==> config.mk <==
export PLATFORM = sky130hd
export DESIGN_NAME = ddo_csr
export DESIGN_NICKNAME = d
export VERILOG_FILES = /design/src/rtl/ddo_pkg.sv /design/src/rtl/ddo_csr.sv
export SDC_FILE = /design/constraint.sdc
export NUM_CORES = 1
export LEC_CHECK = 0
export ABC_CLOCK_PERIOD_IN_PS = 1200
export BUFFER_PORTS_ARGS = -buffer_cell sky130_fd_sc_hd__buf_4
export CAP_MARGIN = 20
export CORE_MARGIN = 10
export CORE_UTILIZATION = 48
export CTS_CLUSTER_SIZE = 24
export DETAILED_ROUTE_END_ITERATION = 12
export PLACE_DENSITY = 0.79
export SLEW_MARGIN = 10
export SYNTH_ARGS = -nofsm -noshare
export SYNTH_HDL_FRONTEND = slang
export SYNTH_SLANG_ARGS = --single-unit
==> constraint.sdc <==
create_clock -name clock -period 1.2 [get_ports clock]
set_input_delay 0.18 -clock clock [delete_from_list [all_inputs] [get_ports clock]]
set_output_delay 0.18 -clock clock [all_outputs]
set_load 0.02 [all_outputs]
==> src/rtl/ddo_pkg.sv <==
// Shared types, constants and the arctangent table function of the odometry block.
package ddo_pkg;

   localparam int CORDIC_STAGES_DEF = 24;
   localparam int ADDR_W = 4;

   // Configuration reset values
   localparam logic [15:0] SCALE_RST = 16'd32639;
   localparam logic [31:0] MM_RST    = 32'd424257;
   localparam logic [31:0] RAD_RST   = 32'd324984;

   // Angle constants
   localparam logic signed [35:0] TWO_PI_Q28  = 36'sd1686629713;
   localparam logic signed [35:0] PI_Q28      = 36'sd843314857;
   localparam logic signed [35:0] HALF_PI_Q30 = 36'sd1686629713;
   localparam logic signed [35:0] PI_Q30      = 36'sd3373259426;
   localparam logic signed [33:0] PI_Q27      = 34'sd421657428;
   localparam logic signed [33:0] TWO_PI_Q27  = 34'sd843314857;
   localparam logic signed [33:0] GAIN_Q30    = 34'sd652032874;

   typedef enum logic [1:0] {
      REG_SCALE = 2'd0,
      REG_MM    = 2'd1,
      REG_RAD   = 2'd2
   } reg_index_type;

   typedef enum logic [3:0] {
      OP_NONE, OP_LOAD, OP_SL, OP_SUMS, OP_MUL_LO, OP_MUL_HI, OP_ADD, OP_ROUND,
      OP_ANGLE, OP_MOD, OP_WRAP, OP_FOLD, OP_CORDIC, OP_MULX, OP_ACCX, OP_ACCY
   } op_type;

   typedef enum logic [3:0] {
      ST_IDLE, ST_SL, ST_SUMS, ST_LO, ST_HI, ST_ADD, ST_RND, ST_ANGLE, ST_MOD,
      ST_WRAP, ST_FOLD, ST_CORDIC, ST_MULX, ST_ACCX, ST_ACCY
   } state_type;

   typedef struct packed {
      op_type op;
      logic   sel_ang;   // second pass of the scale unit: angular step
   } cmd_type;

   typedef struct packed {
      logic mod_ok;
      logic cordic_last;
      logic out_free;
   } status_type;

   typedef struct packed {
      logic [15:0] scale;
      logic [31:0] mm;
      logic [31:0] rad;
   } cfg_type;

   typedef struct packed {
      logic signed [47:0] pos_x;
      logic signed [47:0] pos_y;
      logic signed [31:0] heading;
      logic signed [31:0] linear_step;
      logic signed [31:0] angular_step;
      logic signed [15:0] right_total;
      logic signed [15:0] left_total;
   } result_type;

   // floor(atan(2^-i) * 2^30)
   function automatic logic [29:0] atan_entry(input logic [4:0] idx);
      logic [29:0] val;
      case (idx)
         5'd0: val = 30'd843314856;
         5'd1: val = 30'd497837829;
         5'd2: val = 30'd263043836;
         5'd3: val = 30'd133525158;
         5'd4: val = 30'd67021686;
         5'd5: val = 30'd33543515;
         5'd6: val = 30'd16775850;
         5'd7: val = 30'd8388437;
         5'd8: val = 30'd4194282;
         5'd9: val = 30'd2097149;
         5'd31: val = 30'd0;
         default: val = (30'd1 << (5'd30 - idx)) - 30'd1;
      endcase
      return val;
   endfunction

endpackage

==> src/rtl/ddo_csr.sv <==
// APB register file holding the wheel scale and per-count factors.
module ddo_csr (
   input  logic                        clock,
   input  logic                        reset,
   input  logic                        psel,
   input  logic                        penable,
   input  logic                        pwrite,
   input  logic [ddo_pkg::ADDR_W-1:0]  paddr,
   input  logic [31:0]                 pwdata,
   output logic [31:0]                 prdata,
   output logic                        pready,
   output ddo_pkg::cfg_type            cfg
);

   logic [15:0] scale_ff, scale_in;
   logic [31:0] mm_ff, mm_in;
   logic [31:0] rad_ff, rad_in;
   logic        wr_en;
   ddo_pkg::reg_index_type idx;

   assign pready = 1'b1;
   assign wr_en  = psel & penable & pwrite;
   assign idx    = ddo_pkg::reg_index_type'(paddr[3:2]);

   // Register write decode
   always_comb begin
      scale_in = scale_ff;
      mm_in    = mm_ff;
      rad_in   = rad_ff;
      if (wr_en) begin
         case (idx)
            ddo_pkg::REG_SCALE: scale_in = pwdata[15:0];
            ddo_pkg::REG_MM:    mm_in    = pwdata;
            ddo_pkg::REG_RAD:   rad_in   = pwdata;
            default: ;
         endcase
      end
   end

   always_ff @(posedge clock) begin
      if (reset) begin
         scale_ff <= ddo_pkg::SCALE_RST;
         mm_ff    <= ddo_pkg::MM_RST;
         rad_ff   <= ddo_pkg::RAD_RST;
      end else begin
         scale_ff <= scale_in;
         mm_ff    <= mm_in;
         rad_ff   <= rad_in;
      end
   end

   // Read mux
   always_comb begin
      case (idx)
         ddo_pkg::REG_SCALE: prdata = {16'd0, scale_ff};
         ddo_pkg::REG_MM:    prdata = mm_ff;
         ddo_pkg::REG_RAD:   prdata = rad_ff;
         default:            prdata = 32'd0;
      endcase
   end

   assign cfg = '{scale: scale_ff, mm: mm_ff, rad: rad_ff};

endmodule

## Word-level counts from Yosys, hierarchy flattened

Index checks and enable logic that the tools add are counted.

- Multiplexer cells: 1
- Eq/ne operators: 2
- Bitwise gates (word level): 2
- Reductions and logical operators: 4

Operators with widths:

| operator | count |
|---|---|
| case mux 32 bit (3 select lines) | 1 |
| AND reduction 2 bit | 3 |
| bitwise AND 1 bit | 2 |
| == test 2 x 1 -> 1 bit (second input constant) | 1 |
| == test 2 bit (second input constant) | 1 |
| zero test 2 bit | 1 |

- Flip-flop bits (word level): 80
- Input port bits: 41
- Output and inout port bits: 113
- Word-level logic and storage cells: 12

## Logic depth before layout (Yosys ltp)

- Depth after elaboration: 3
- Gate-level depth with buffers: 6
- Depth with buffers taken out: 3

## Worst setup path before layout

Ideal clock, no wire load.

- Path kind: input -> output
- Start point: in paddr[2] in the netlist's numbering
- End point: out prdata[15]
- Arrival: 1.154 ns
- Stages on the path: 4
- Buffers on the path: 2
- Required time: 1.020 ns
- Setup slack: -0.134 ns
- Path through: buf_4 > buf_4 > mux2i_1 > o21ai_0

- Word-level cells in the longest chain between the ends: 2
- Elaborated cells on any way between the ends: 4
- Those cells by class: 2 x eq/ne; 1 x mux; 1 x reduce/logical

RTL lines:

| element | line | source |
|---|---|---|
| start, declared | ddo_csr.sv:8 | `input logic [ddo_pkg::ADDR_W-1:0] paddr,` |
| == test 2 bit (tied with other cells) | ddo_csr.sv:54 | `case (idx)` |
| case mux 32 bit (3 select lines) (*) | ddo_csr.sv:54 |  |
| end, declared | ddo_csr.sv:10 | `output logic [31:0] prdata,` |

Every way passes the cells marked *; elsewhere a longest branch is shown, timed or not.

## Worst setup path after layout

- Start point: reg scale_ff[0]
- End point: out prdata[0]

- Word-level cells in the longest chain between the ends: 1

RTL lines:

| element | line | source |
|---|---|---|
| start, declared | ddo_csr.sv:15 | `logic [15:0] scale_ff, scale_in;` |
| start signal, assigned | ddo_csr.sv:42 | `scale_ff <= ddo_pkg::SCALE_RST;` |
| start signal, assigned | ddo_csr.sv:46 | `scale_ff <= scale_in;` |
| case mux 32 bit (3 select lines) | ddo_csr.sv:54 |  |

Every way passes these cells.

==> out/qor.yml <==
run_status:
  status: "finished, violations left"
  violations: "negative setup slack"
place:
  dp_hpwl_mm: 8.395
  place_congestion: 0.7737
  dp_cells: 635
  port_buffers: 150
critical_path:
  timing.rr.end: "mm_ff[11]$_SDFFE_PP1P_"
  path_max_fanout: 3
  crit_buf_inv: 1
  crit_path_end: "prdata[0]"
  reg2reg_slack_ps: 430
  critPathKind: "register to output port"
  crit_family: "flip-flops"
  reg2reg_depth: 3
  endpoint_kind: "output port"
  crit_path_start_kind: "register"
  timing.rr.start: "mm_ff[11]$_SDFFE_PP1P_"
  worst-path-stages: 3
  crit_start: "scale_ff[0]$_SDFFE_PP1P_"
  slowest_delay_ps: 340
  path_cells: "mux2i_2, o21ai_1, buf_4"
  arrival_ps: 1090
  required_ps: 1020
  cp_slowest_cell: "dfxtp_2"
clocking:
  root_buffer: "clkbuf_8"
  path_clk_slew_ps: 80
  clockBufferDepth: 2
  htreeDepth: 3
  cts_tree: "done"
  cts_hold_buf: 0
  insertion_delay_ps: 350
  cts_made_buffers: 9
  clock_sinks: 80
route:
  drcViolationCount: 0
  routed_via_density: 5.028
  wl_per_cell_um: 17.37
  via_count: 3535
  antenna_left: 0
  routed_wl_mm: 12.21
  drtIter0Drc: 128
  drt-pass1-iter-count: 4
grt:
  grt_util_all_layers: 0.2043
  grt_max_degree: 52
  grt_pass1_wl_mm: 19.26
  grt_antenna_before_repair: 0
  grt_overflow: 0
  grt_pass1_vias: 3724
timing:
  drv_slew: 0
  hold_viol: 0
  fin_skew_ps: 0
  period_needed_ps: 1266
  rsz0062_at_grt: "true"
  finalCritPeriodShare: 1.055
  finalSetupViolCount: 18
  max_freq_mhz: 789.7
  fin_ws_ps: -66.32
floorplan:
  ios: 154
  die_y_um: 108.5
  core_area_sq_um: 7687
  start_util: 0.4891
  die_w_um: 108.5
  rows: 32
  die_area_sq_um: 11770
logic_synthesis:
  ys_async_sr_fraction: 0
  synth_fp_nets: 429
  yosysWarningCount: 0
  yosysTopAreaCellShare: 0.4260
  ys_types: 19
  yosysTopAreaCell: "dfxtp_1"
  ys_seq_area_frac: 0.4260
  synth-main-ff-cell: "dfxtp_1"
  yosysMostFrequentCell: "mux2i_1"
  synth_commonest_cells: "96 x mux2i_1, 80 x dfxtp_1, 72 x nand2b_1"
  synth_area_sq_um: 3760
  ys_ff_latch: 80
  synth-edff-count: 0
  avgSynthCellArea_sq_um: 9.690
  synthTopCellsByArea: "dfxtp_1 43%, mux2i_1 26%, nand2b_1 12%"
  synth_cells: 388
run:
  maxCapViolations: 0
final_layout:
  num-fill-cells: 534
  area_delta_synth_final_pct: 56.61
  antenna_cells: 0
  fin_nets: 637
  seqCellArea_sq_um: 1679
  drive_gt1_frac: 0.5241
  multi_input_area_sq_um: 1987
  stdcell_count: 703
min_path:
  hp-start: "pwdata[18]"
  min_path_type: "primary input to register"
pwr:
  ir_worst_vdd_v: 0.0007026
  power_density_nw_per_um2: 958.0
  p_leak_nw: 2.784
  finalPower_w: 0.005641
how the worst min path moves through the flow:
| stage | end | slack (ps) | cells after the start |
|---|---|---|---|
| final | rad_ff[18]$_SDFFE_PP1P_ | 100 | 3 |
| after global placement | rad_ff[18]$_SDFFE_PP1P_ | 440 | 3 |
| after detailed placement | mm_ff[18]$_SDFFE_PP1P_ | 460 | 3 |
| after CTS | mm_ff[18]$_SDFFE_PP1P_ | 90 | 3 |
| after global routing | mm_ff[22]$_SDFFE_PP0P_ | 100 | 3 |
| after floorplan | mm_ff[3]$_SDFFE_PP0P_ | 340 | 2 |
state kept, by name, indices dropped and copies added, names as in the netlist:
signal and cells:
mm_ff 32, rad_ff 32, scale_ff 16
through the flow:
step             util  hold WS, ps  TNS, ps  instance area [sq um]  worst slack, ps
5_1_grt        0.7660        98.80    -1888                   5888           -136.8
6_report       0.7660        98.16   -376.5                   5888           -66.32
4_1_cts        0.7625        90.81   -688.9                   5862           -93.81
2_1_floorplan       -        335.3        0                   3760            15.53
3_3_place_gp   0.6657        444.3    -1456                   5117           -53.02
3_5_place_dp   0.6657        455.6    -2567                   5117           -93.91
layout make-up:
type                       instances  share of cell area
timing repair buffer             229              0.3190
sequential                        80              0.2852
clock buffer                      12             0.02805
tap                              102             0.02167
multi-input combinational        276              0.3374
clock inverter                     4            0.008712
worst register-to-register path, stage by stage (launching register included):
cell and delay (ps):
dfxtp_2 340, buf_4 140, nor2_1 110, mux2i_1 80
where the power goes:
part | total (W) | internal [W] | switching, W | leakage [nW]
combinational | 0.000809 | 0.000401 | 0.000408 | 2.02
sequential | 0.00272 | 0.00269 | 0.0000242 | 0.655
clock | 0.00212 | 0.00113 | 0.000984 | 0.109
what timing repair did:
item | CTS | global route
resized for setup | 76 | 9
pin swaps | 3 | 6
endpoints found under the setup margin | 32 | 32
setup buffers | 52 | 0
per-layer routing:
layer,wire length (um),vias to the layer above,track usage
li1,-,1720,-
met1,4966,1687,0.2308
met2,6158,118,0.3642
met3,958,10,0.06544
met4,129,0,0.04991
met5,0,-,0
cells in the final DEF (no fill, tap or decap), types with 2 or more instances in the layout:
cell,count
a22o_1,16
buf_12,7
buf_4,203
buf_6,19
clkbuf_8,12
dfxtp_1,18
dfxtp_2,62
mux2i_1,94
mux2i_2,2
nand2_1,16
nand2b_1,72
nor2_1,51
o21ai_1,16
logic make-up after synthesis:
family                 Yosys count  share of synthesized area
AND/OR/NAND/NOR                147                     0.2073
multiplexers                    96                     0.2556
flip-flops                      80                     0.4260
AO/OA/AOI/OAI                   32                    0.05857
buffers and inverters           32                    0.05158
other                            1                  0.0009974
(Power assumes the default switching activity.)
