## src/rtl/ddo_pkg.sv

```systemverilog
// Shared types, constants and the arctangent table function of the odometry block.
package ddo_pkg;

   localparam int CORDIC_STAGES_DEF = 24;
   localparam int ADDR_W = 4;

   // Configuration reset values
   localparam logic [15:0] SCALE_RST = 16'd32639;
   localparam logic [31:0] MM_RST    = 32'd424257;
   localparam logic [31:0] RAD_RST   = 32'd324984;

   // Angle constants
   localparam logic signed [35:0] TWO_PI_Q28  = 36'sd1686629713;
   localparam logic signed [35:0] PI_Q28      = 36'sd843314857;
   localparam logic signed [35:0] HALF_PI_Q30 = 36'sd1686629713;
   localparam logic signed [35:0] PI_Q30      = 36'sd3373259426;
   localparam logic signed [33:0] PI_Q27      = 34'sd421657428;
   localparam logic signed [33:0] TWO_PI_Q27  = 34'sd843314857;
   localparam logic signed [33:0] GAIN_Q30    = 34'sd652032874;

   typedef enum logic [1:0] {
      REG_SCALE = 2'd0,
      REG_MM    = 2'd1,
      REG_RAD   = 2'd2
   } reg_index_type;

   typedef enum logic [3:0] {
      OP_NONE, OP_LOAD, OP_SL, OP_SUMS, OP_MUL_LO, OP_MUL_HI, OP_ADD, OP_ROUND,
      OP_ANGLE, OP_MOD, OP_WRAP, OP_FOLD, OP_CORDIC, OP_MULX, OP_ACCX, OP_ACCY
   } op_type;

   typedef enum logic [3:0] {
      ST_IDLE, ST_SL, ST_SUMS, ST_LO, ST_HI, ST_ADD, ST_RND, ST_ANGLE, ST_MOD,
      ST_WRAP, ST_FOLD, ST_CORDIC, ST_MULX, ST_ACCX, ST_ACCY
   } state_type;

   typedef struct packed {
      op_type op;
      logic   sel_ang;   // second pass of the scale unit: angular step
   } cmd_type;

   typedef struct packed {
      logic mod_ok;
      logic cordic_last;
      logic out_free;
   } status_type;

   typedef struct packed {
      logic [15:0] scale;
      logic [31:0] mm;
      logic [31:0] rad;
   } cfg_type;

   typedef struct packed {
      logic signed [47:0] pos_x;
      logic signed [47:0] pos_y;
      logic signed [31:0] heading;
      logic signed [31:0] linear_step;
      logic signed [31:0] angular_step;
      logic signed [15:0] right_total;
      logic signed [15:0] left_total;
   } result_type;

   // floor(atan(2^-i) * 2^30)
   function automatic logic [29:0] atan_entry(input logic [4:0] idx);
      logic [29:0] val;
      case (idx)
         5'd0: val = 30'd843314856;
         5'd1: val = 30'd497837829;
         5'd2: val = 30'd263043836;
         5'd3: val = 30'd133525158;
         5'd4: val = 30'd67021686;
         5'd5: val = 30'd33543515;
         5'd6: val = 30'd16775850;
         5'd7: val = 30'd8388437;
         5'd8: val = 30'd4194282;
         5'd9: val = 30'd2097149;
         5'd31: val = 30'd0;
         default: val = (30'd1 << (5'd30 - idx)) - 30'd1;
      endcase
      return val;
   endfunction

endpackage

```

## src/rtl/ddo_ctrl.sv

```systemverilog
// Sequencer that walks one encoder tick through the datapath steps.
module ddo_ctrl (
   input  logic                  clock,
   input  logic                  reset,
   input  logic                  req_valid,
   output logic                  req_ready,
   input  ddo_pkg::status_type   status,
   output ddo_pkg::cmd_type      cmd
);

   ddo_pkg::state_type state_ff, state_in;
   logic               sel_ff, sel_in;

   // Next state
   always_comb begin
      state_in = state_ff;
      sel_in   = sel_ff;
      case (state_ff)
         ddo_pkg::ST_IDLE: begin
            if (req_valid) begin
               state_in = ddo_pkg::ST_SL;
               sel_in   = 1'b0;
            end
         end
         ddo_pkg::ST_SL:    state_in = ddo_pkg::ST_SUMS;
         ddo_pkg::ST_SUMS:  state_in = ddo_pkg::ST_LO;
         ddo_pkg::ST_LO:    state_in = ddo_pkg::ST_HI;
         ddo_pkg::ST_HI:    state_in = ddo_pkg::ST_ADD;
         ddo_pkg::ST_ADD:   state_in = ddo_pkg::ST_RND;
         ddo_pkg::ST_RND: begin
            if (sel_ff) begin
               state_in = ddo_pkg::ST_ANGLE;
            end else begin
               state_in = ddo_pkg::ST_LO;
               sel_in   = 1'b1;
            end
         end
         ddo_pkg::ST_ANGLE: state_in = ddo_pkg::ST_MOD;
         ddo_pkg::ST_MOD: begin
            if (status.mod_ok) state_in = ddo_pkg::ST_WRAP;
         end
         ddo_pkg::ST_WRAP:  state_in = ddo_pkg::ST_FOLD;
         ddo_pkg::ST_FOLD:  state_in = ddo_pkg::ST_CORDIC;
         ddo_pkg::ST_CORDIC: begin
            if (status.cordic_last) state_in = ddo_pkg::ST_MULX;
         end
         ddo_pkg::ST_MULX:  state_in = ddo_pkg::ST_ACCX;
         ddo_pkg::ST_ACCX:  state_in = ddo_pkg::ST_ACCY;
         ddo_pkg::ST_ACCY: begin
            if (status.out_free) state_in = ddo_pkg::ST_IDLE;
         end
         default: state_in = ddo_pkg::ST_IDLE;
      endcase
   end

   // Commands to the datapath
   always_comb begin
      cmd.sel_ang = sel_ff;
      req_ready   = 1'b0;
      case (state_ff)
         ddo_pkg::ST_IDLE: begin
            req_ready = 1'b1;
            cmd.op    = req_valid ? ddo_pkg::OP_LOAD : ddo_pkg::OP_NONE;
         end
         ddo_pkg::ST_SL:     cmd.op = ddo_pkg::OP_SL;
         ddo_pkg::ST_SUMS:   cmd.op = ddo_pkg::OP_SUMS;
         ddo_pkg::ST_LO:     cmd.op = ddo_pkg::OP_MUL_LO;
         ddo_pkg::ST_HI:     cmd.op = ddo_pkg::OP_MUL_HI;
         ddo_pkg::ST_ADD:    cmd.op = ddo_pkg::OP_ADD;
         ddo_pkg::ST_RND:    cmd.op = ddo_pkg::OP_ROUND;
         ddo_pkg::ST_ANGLE:  cmd.op = ddo_pkg::OP_ANGLE;
         ddo_pkg::ST_MOD:    cmd.op = ddo_pkg::OP_MOD;
         ddo_pkg::ST_WRAP:   cmd.op = ddo_pkg::OP_WRAP;
         ddo_pkg::ST_FOLD:   cmd.op = ddo_pkg::OP_FOLD;
         ddo_pkg::ST_CORDIC: cmd.op = ddo_pkg::OP_CORDIC;
         ddo_pkg::ST_MULX:   cmd.op = ddo_pkg::OP_MULX;
         ddo_pkg::ST_ACCX:   cmd.op = ddo_pkg::OP_ACCX;
         ddo_pkg::ST_ACCY:
            cmd.op = status.out_free ? ddo_pkg::OP_ACCY : ddo_pkg::OP_NONE;
         default:            cmd.op = ddo_pkg::OP_NONE;
      endcase
   end

   always_ff @(posedge clock) begin
      if (reset) begin
         state_ff <= ddo_pkg::ST_IDLE;
         sel_ff   <= 1'b0;
      end else begin
         state_ff <= state_in;
         sel_ff   <= sel_in;
      end
   end

endmodule

```

## config.mk

```make
export PLATFORM = sky130hd
export DESIGN_NAME = ddo_ctrl
export DESIGN_NICKNAME = d
export VERILOG_FILES = /design/src/rtl/ddo_pkg.sv /design/src/rtl/ddo_ctrl.sv
export SDC_FILE = /design/constraint.sdc
export NUM_CORES = 1
export LEC_CHECK = 0
export BUFFER_PORTS_ARGS = -buffer_cell sky130_fd_sc_hd__clkbuf_2
export CORE_AREA = 2 2 39 41
export CTS_CLUSTER_SIZE = 25
export DETAILED_ROUTE_END_ITERATION = 8
export DIE_AREA = 0 0 41 43
export PLACE_DENSITY = 0.55
export SETUP_SLACK_MARGIN = 0.4
export SYNTH_ARGS = -nofsm -noshare
export SYNTH_HDL_FRONTEND = slang
export SYNTH_SLANG_ARGS = --single-unit
```

## constraint.sdc

```tcl
create_clock -name clock -period 1.4 [get_ports clock]
set_input_delay 0.14 -clock clock [delete_from_list [all_inputs] [get_ports clock]]
set_output_delay 0.14 -clock clock [all_outputs]
set_load 0.03 [all_outputs]
```

**Word-level counts from Yosys, hierarchy flattened**

Index checks and enable logic that the tools add are counted.

- Muxes and demuxes: 12
- Eq/ne operators: 18
- Reduce and logical (&&, ||, !) cells: 4

Operators by type and width:

| kind | number |
|---|---|
| $pmux W4 S15 | 2 |
| $eq A4 B4 Y1 const B | 7 |
| $mux W4 | 5 |
| $eq A4 B3 Y1 const B | 4 |
| $eq A4 B2 Y1 const B | 2 |
| $ne A2 B2 Y1 const B | 4 |
| $eq A4 B1 Y1 const B | 1 |
| $logic_not A4 Y1 | 1 |
| $reduce_and A4 Y1 | 1 |
| $mux W1 | 3 |
| $mux W3 | 1 |
| $pmux W1 S2 | 1 |
| $reduce_and A2 Y1 | 1 |
| $reduce_bool A2 Y1 | 1 |

- Input port bits: 6
- Flip-flop bits (word level): 5
- Logic and storage cells: 36

**Logic depth before layout (Yosys ltp)**

- Depth after elaboration: 3
- Gate-level depth with buffers: 5
- Depth with buffers taken out: 4

**Worst setup path after synthesis**

OpenSTA, ideal clock, no wires.

- Path type: reg-to-output
- Start point: register state_ff[1]
- End point: output req_ready
- Slack: -0.249 ns
- Path buffers: 1
- Required time: 1.260 ns
- Arrival: 1.509 ns
- Cell stages (with the launch flop): 3
- Path through: dfxtp_1 > buf_2 > nor4_1

- Longest elaborated chain between the ends: 2

RTL lines:

| item | line | source |
|---|---|---|
| start, declared | ddo_ctrl.sv:11 | `ddo_pkg::state_type state_ff, state_in;` |
| start signal, assigned | ddo_ctrl.sv:86 | `state_ff <= ddo_pkg::ST_IDLE;` |
| start signal, assigned | ddo_ctrl.sv:89 | `state_ff <= state_in;` |
| $logic_not A4 Y1 | ddo_ctrl.sv:60 | `case (state_ff)` |
| $mux W1 | ddo_ctrl.sv:60 |  |
| end, declared | ddo_ctrl.sv:6 | `output logic req_ready,` |

Every way passes these cells.

==> results_dict.tcl <==
set metrics [dict create \
    syn_area_um2 377.9 \
    grt_pass1_vias 512 \
    vias 519 \
    gr-total-overflow 0 \
    areaGrowthSynthToFinish_pct 117.9 \
    insertion_delay_ns 0.24 \
    wirelength_um 1373 \
    drt_iter0_markers 6 \
    antenna_cells 0 \
    nets 87 \
    critPathCaptureType "primary output" \
    critPathBufInv 1 \
    cap_violations 0 \
    hpwl_um 810.1 \
    crit_family "flip-flops" \
    die_w_um 41 \
    ir_drop_uv 353.6 \
    finalHoldViolCount 0 \
    start_kind "flop" \
    holdBufCountCts 0 \
    synth_top_cell_by_area "dfxtp_1" \
    cts_tree "yes" \
    fin_cells 96 \
    rows 14 \
    yosysWarnings 0 \
    drcViolationCount 0 \
    synth_top_area_share_pct 26.49 \
    worst-path-max-fanout 8 \
    slowest_stage "dfxtp_4" \
    root_buffer "clkbuf_4" \
    clk_path_buf_depth 2 \
    finalSetupViolations 0 \
    slew_headroom_pct 83.53 \
    yosysSeqAreaShare_pct 26.49 \
    core_area_um2 1384 \
    synth_edf_count 0 \
    max_stage_delay_ns 0.41 \
    gp_congestion 0.8058 \
    rsz0062_at_grt "yes" \
    grt_max_degree 13 \
    clock_skew_ns 0.004838 \
    synth.area.top_cells "dfxtp_1, nor3_1, nand2_1, buf_2, a21oi_1" \
    grt_pass1_wl_um 2263 \
    cp_data_required_time_ns 1.26 \
    synth_seq_cells 5 \
    p_leak_nw 0.3325 \
    rrSetupSlack_ns 0.10 \
    hold_path_class "in -> reg" \
    dieArea_um2 1763 \
    start_util_pct 27.31 \
    synth.distinct_cells 27 \
    arrival_ns 1.23 \
    antenna_found_initial 0 \
    antenna_left 0 \
    synth.net_count 58 \
    cts_htree_levels 1 \
    dr.pass1.iters 4 \
    cts_buffers 3 \
    powerDensity_nw_per_um2 709.2 \
    place_inst 79 \
    max_clock_freq_ghz 0.7317 \
    ioPinCount 12 \
    fin_crit_sh_pct 97.62 \
    synthArstFlopShare_pct 0 \
    grtUsageTotal_pct 18.71 \
    post_drt_wl_per_cell_um 14.30 \
    fin_crit_ns 1.367 \
    status "finished clean" \
    placement.io_buffers 11 \
    crit_chain "mux2i_1, o21ai_2, clkbuf_4" \
    cts_sinks 5 \
    fp.dieH_um 43 \
    synth_ff_type "dfxtp_1" \
    placed_area_um2 579.3 \
    cts.clk_slew.worst_paths_ns 0.05 \
    syn_inst 52 \
    tightest_slew_ns 0.2402 \
    worstSetupPathType "reg -> out" \
    final_cell_area_um2 823.3 \
    drv_slew 0 \
    drive_above_1_share_pct 71.25 \
    viasPerCell 5.406 \
    holdWs_ns 0.1832 \
    syn_avg_cell_area_um2 7.267 \
]
==> state kept, by name (all words and copies together) (netlist names) <==
register and cells:
sel_ff 1, state_ff 4
==> cell type report <==
type / count / area (um2)
fillers: 122 / 560.5
inverters: 1 / 3.754
well taps: 16 / 20.02
clock buffers: 4 / 26.28
flip-flops and latches: 5 / 115.1
multi-input cells: 41 / 390.4
repair buffers: 29 / 267.8
==> cells by family (layout without fill, tap and decap cells) <==
family / Yosys count / count (layout) / synth area share [%]
simple gates: 28 / 28 / 41.72
flops: 5 / 5 / 26.49
mux: 1 / 1 / 2.649
compound gates: 12 / 12 / 20.86
buf+inv: 6 / 34 / 8.278
==> worst reg2reg max path: stages, from the launching register on <==
cell and delay [ns]:
dfxtp_4 0.38, buf_4 0.15, and3b_1 0.19, o21ai_2 0.20
and4_1 0.23, nor3_2 0.04
==> path summary, 6_finish.rpt <==
check	from	endpoint	cells after the start
max	state_ff[1]	cmd[2]	3
min	reset	state_ff[1]	2
max reg2reg	state_ff[1]	state_ff[1]	5
min reg2reg	sel_ff	sel_ff	2
==> routing by layer <==
metal | track usage [%] | part of all wire (%) | vias up
met4 | 10.00 | 2.5 | 0
met5 | 0 | 0 | -
met1 | 23.62 | 40 | 241
met2 | 28.44 | 54 | 22
li1 | - | - | 250
met3 | 3.665 | 3.0 | 6
==> repair_timing <==
action                                  CTS  global route
buffers inserted                         10             3
endpoints found under the setup margin    9            11
pin swaps                                 8             7
resized for setup                        23            10
==> report_power, final <==
group          total (mW)  leakage (nW)  internal (mW)  switching [mW]
sequential          0.163        0.0436          0.146          0.0163
clock               0.170        0.0150          0.108          0.0622
combinational       0.251         0.274          0.127           0.124
==> cells in the mapped netlist, types with 2 or more instances <==
| cell | count |
|---|---|
| buf_2 | 4 |
| nand2_1 | 6 |
| o21ai_0 | 2 |
| nor3_1 | 5 |
| nand3b_1 | 2 |
| nor2b_1 | 2 |
| nor2_1 | 4 |
| dfxtp_1 | 5 |
| a21oi_1 | 3 |
| nor4_1 | 2 |
==> placed cells by master (no fill, tap or decap), drive strengths merged, types with 2 or more instances in the layout <==
| master | n |
|---|---|
| nor4 | 2 |
| nand3b | 2 |
| nand2 | 6 |
| o21ai | 3 |
| nor3 | 6 |
| a21oi | 3 |
| buf | 19 |
| dfxtp | 5 |
| nand3 | 2 |
| nor2b | 2 |
| nor2 | 4 |
| clkbuf | 14 |
==> metrics by stage <==
step | util (%) | total power [mW] | setup slack, ns | TNS [ns]
3_5_place_dp | 41.86 | 0.3323 | 0.09962 | 0
2_1_floorplan | - | 0.2976 | 0.2648 | 0
3_3_place_gp | 41.86 | 0.3312 | 0.1046 | 0
6_report | 59.49 | 0.5839 | 0.03327 | 0
5_1_grt | 59.49 | 0.6231 | -0.01297 | -0.03910
4_1_cts | 55.61 | 0.5592 | 0.02531 | 0
No activity file was read; power rests on OpenSTA's default activity.
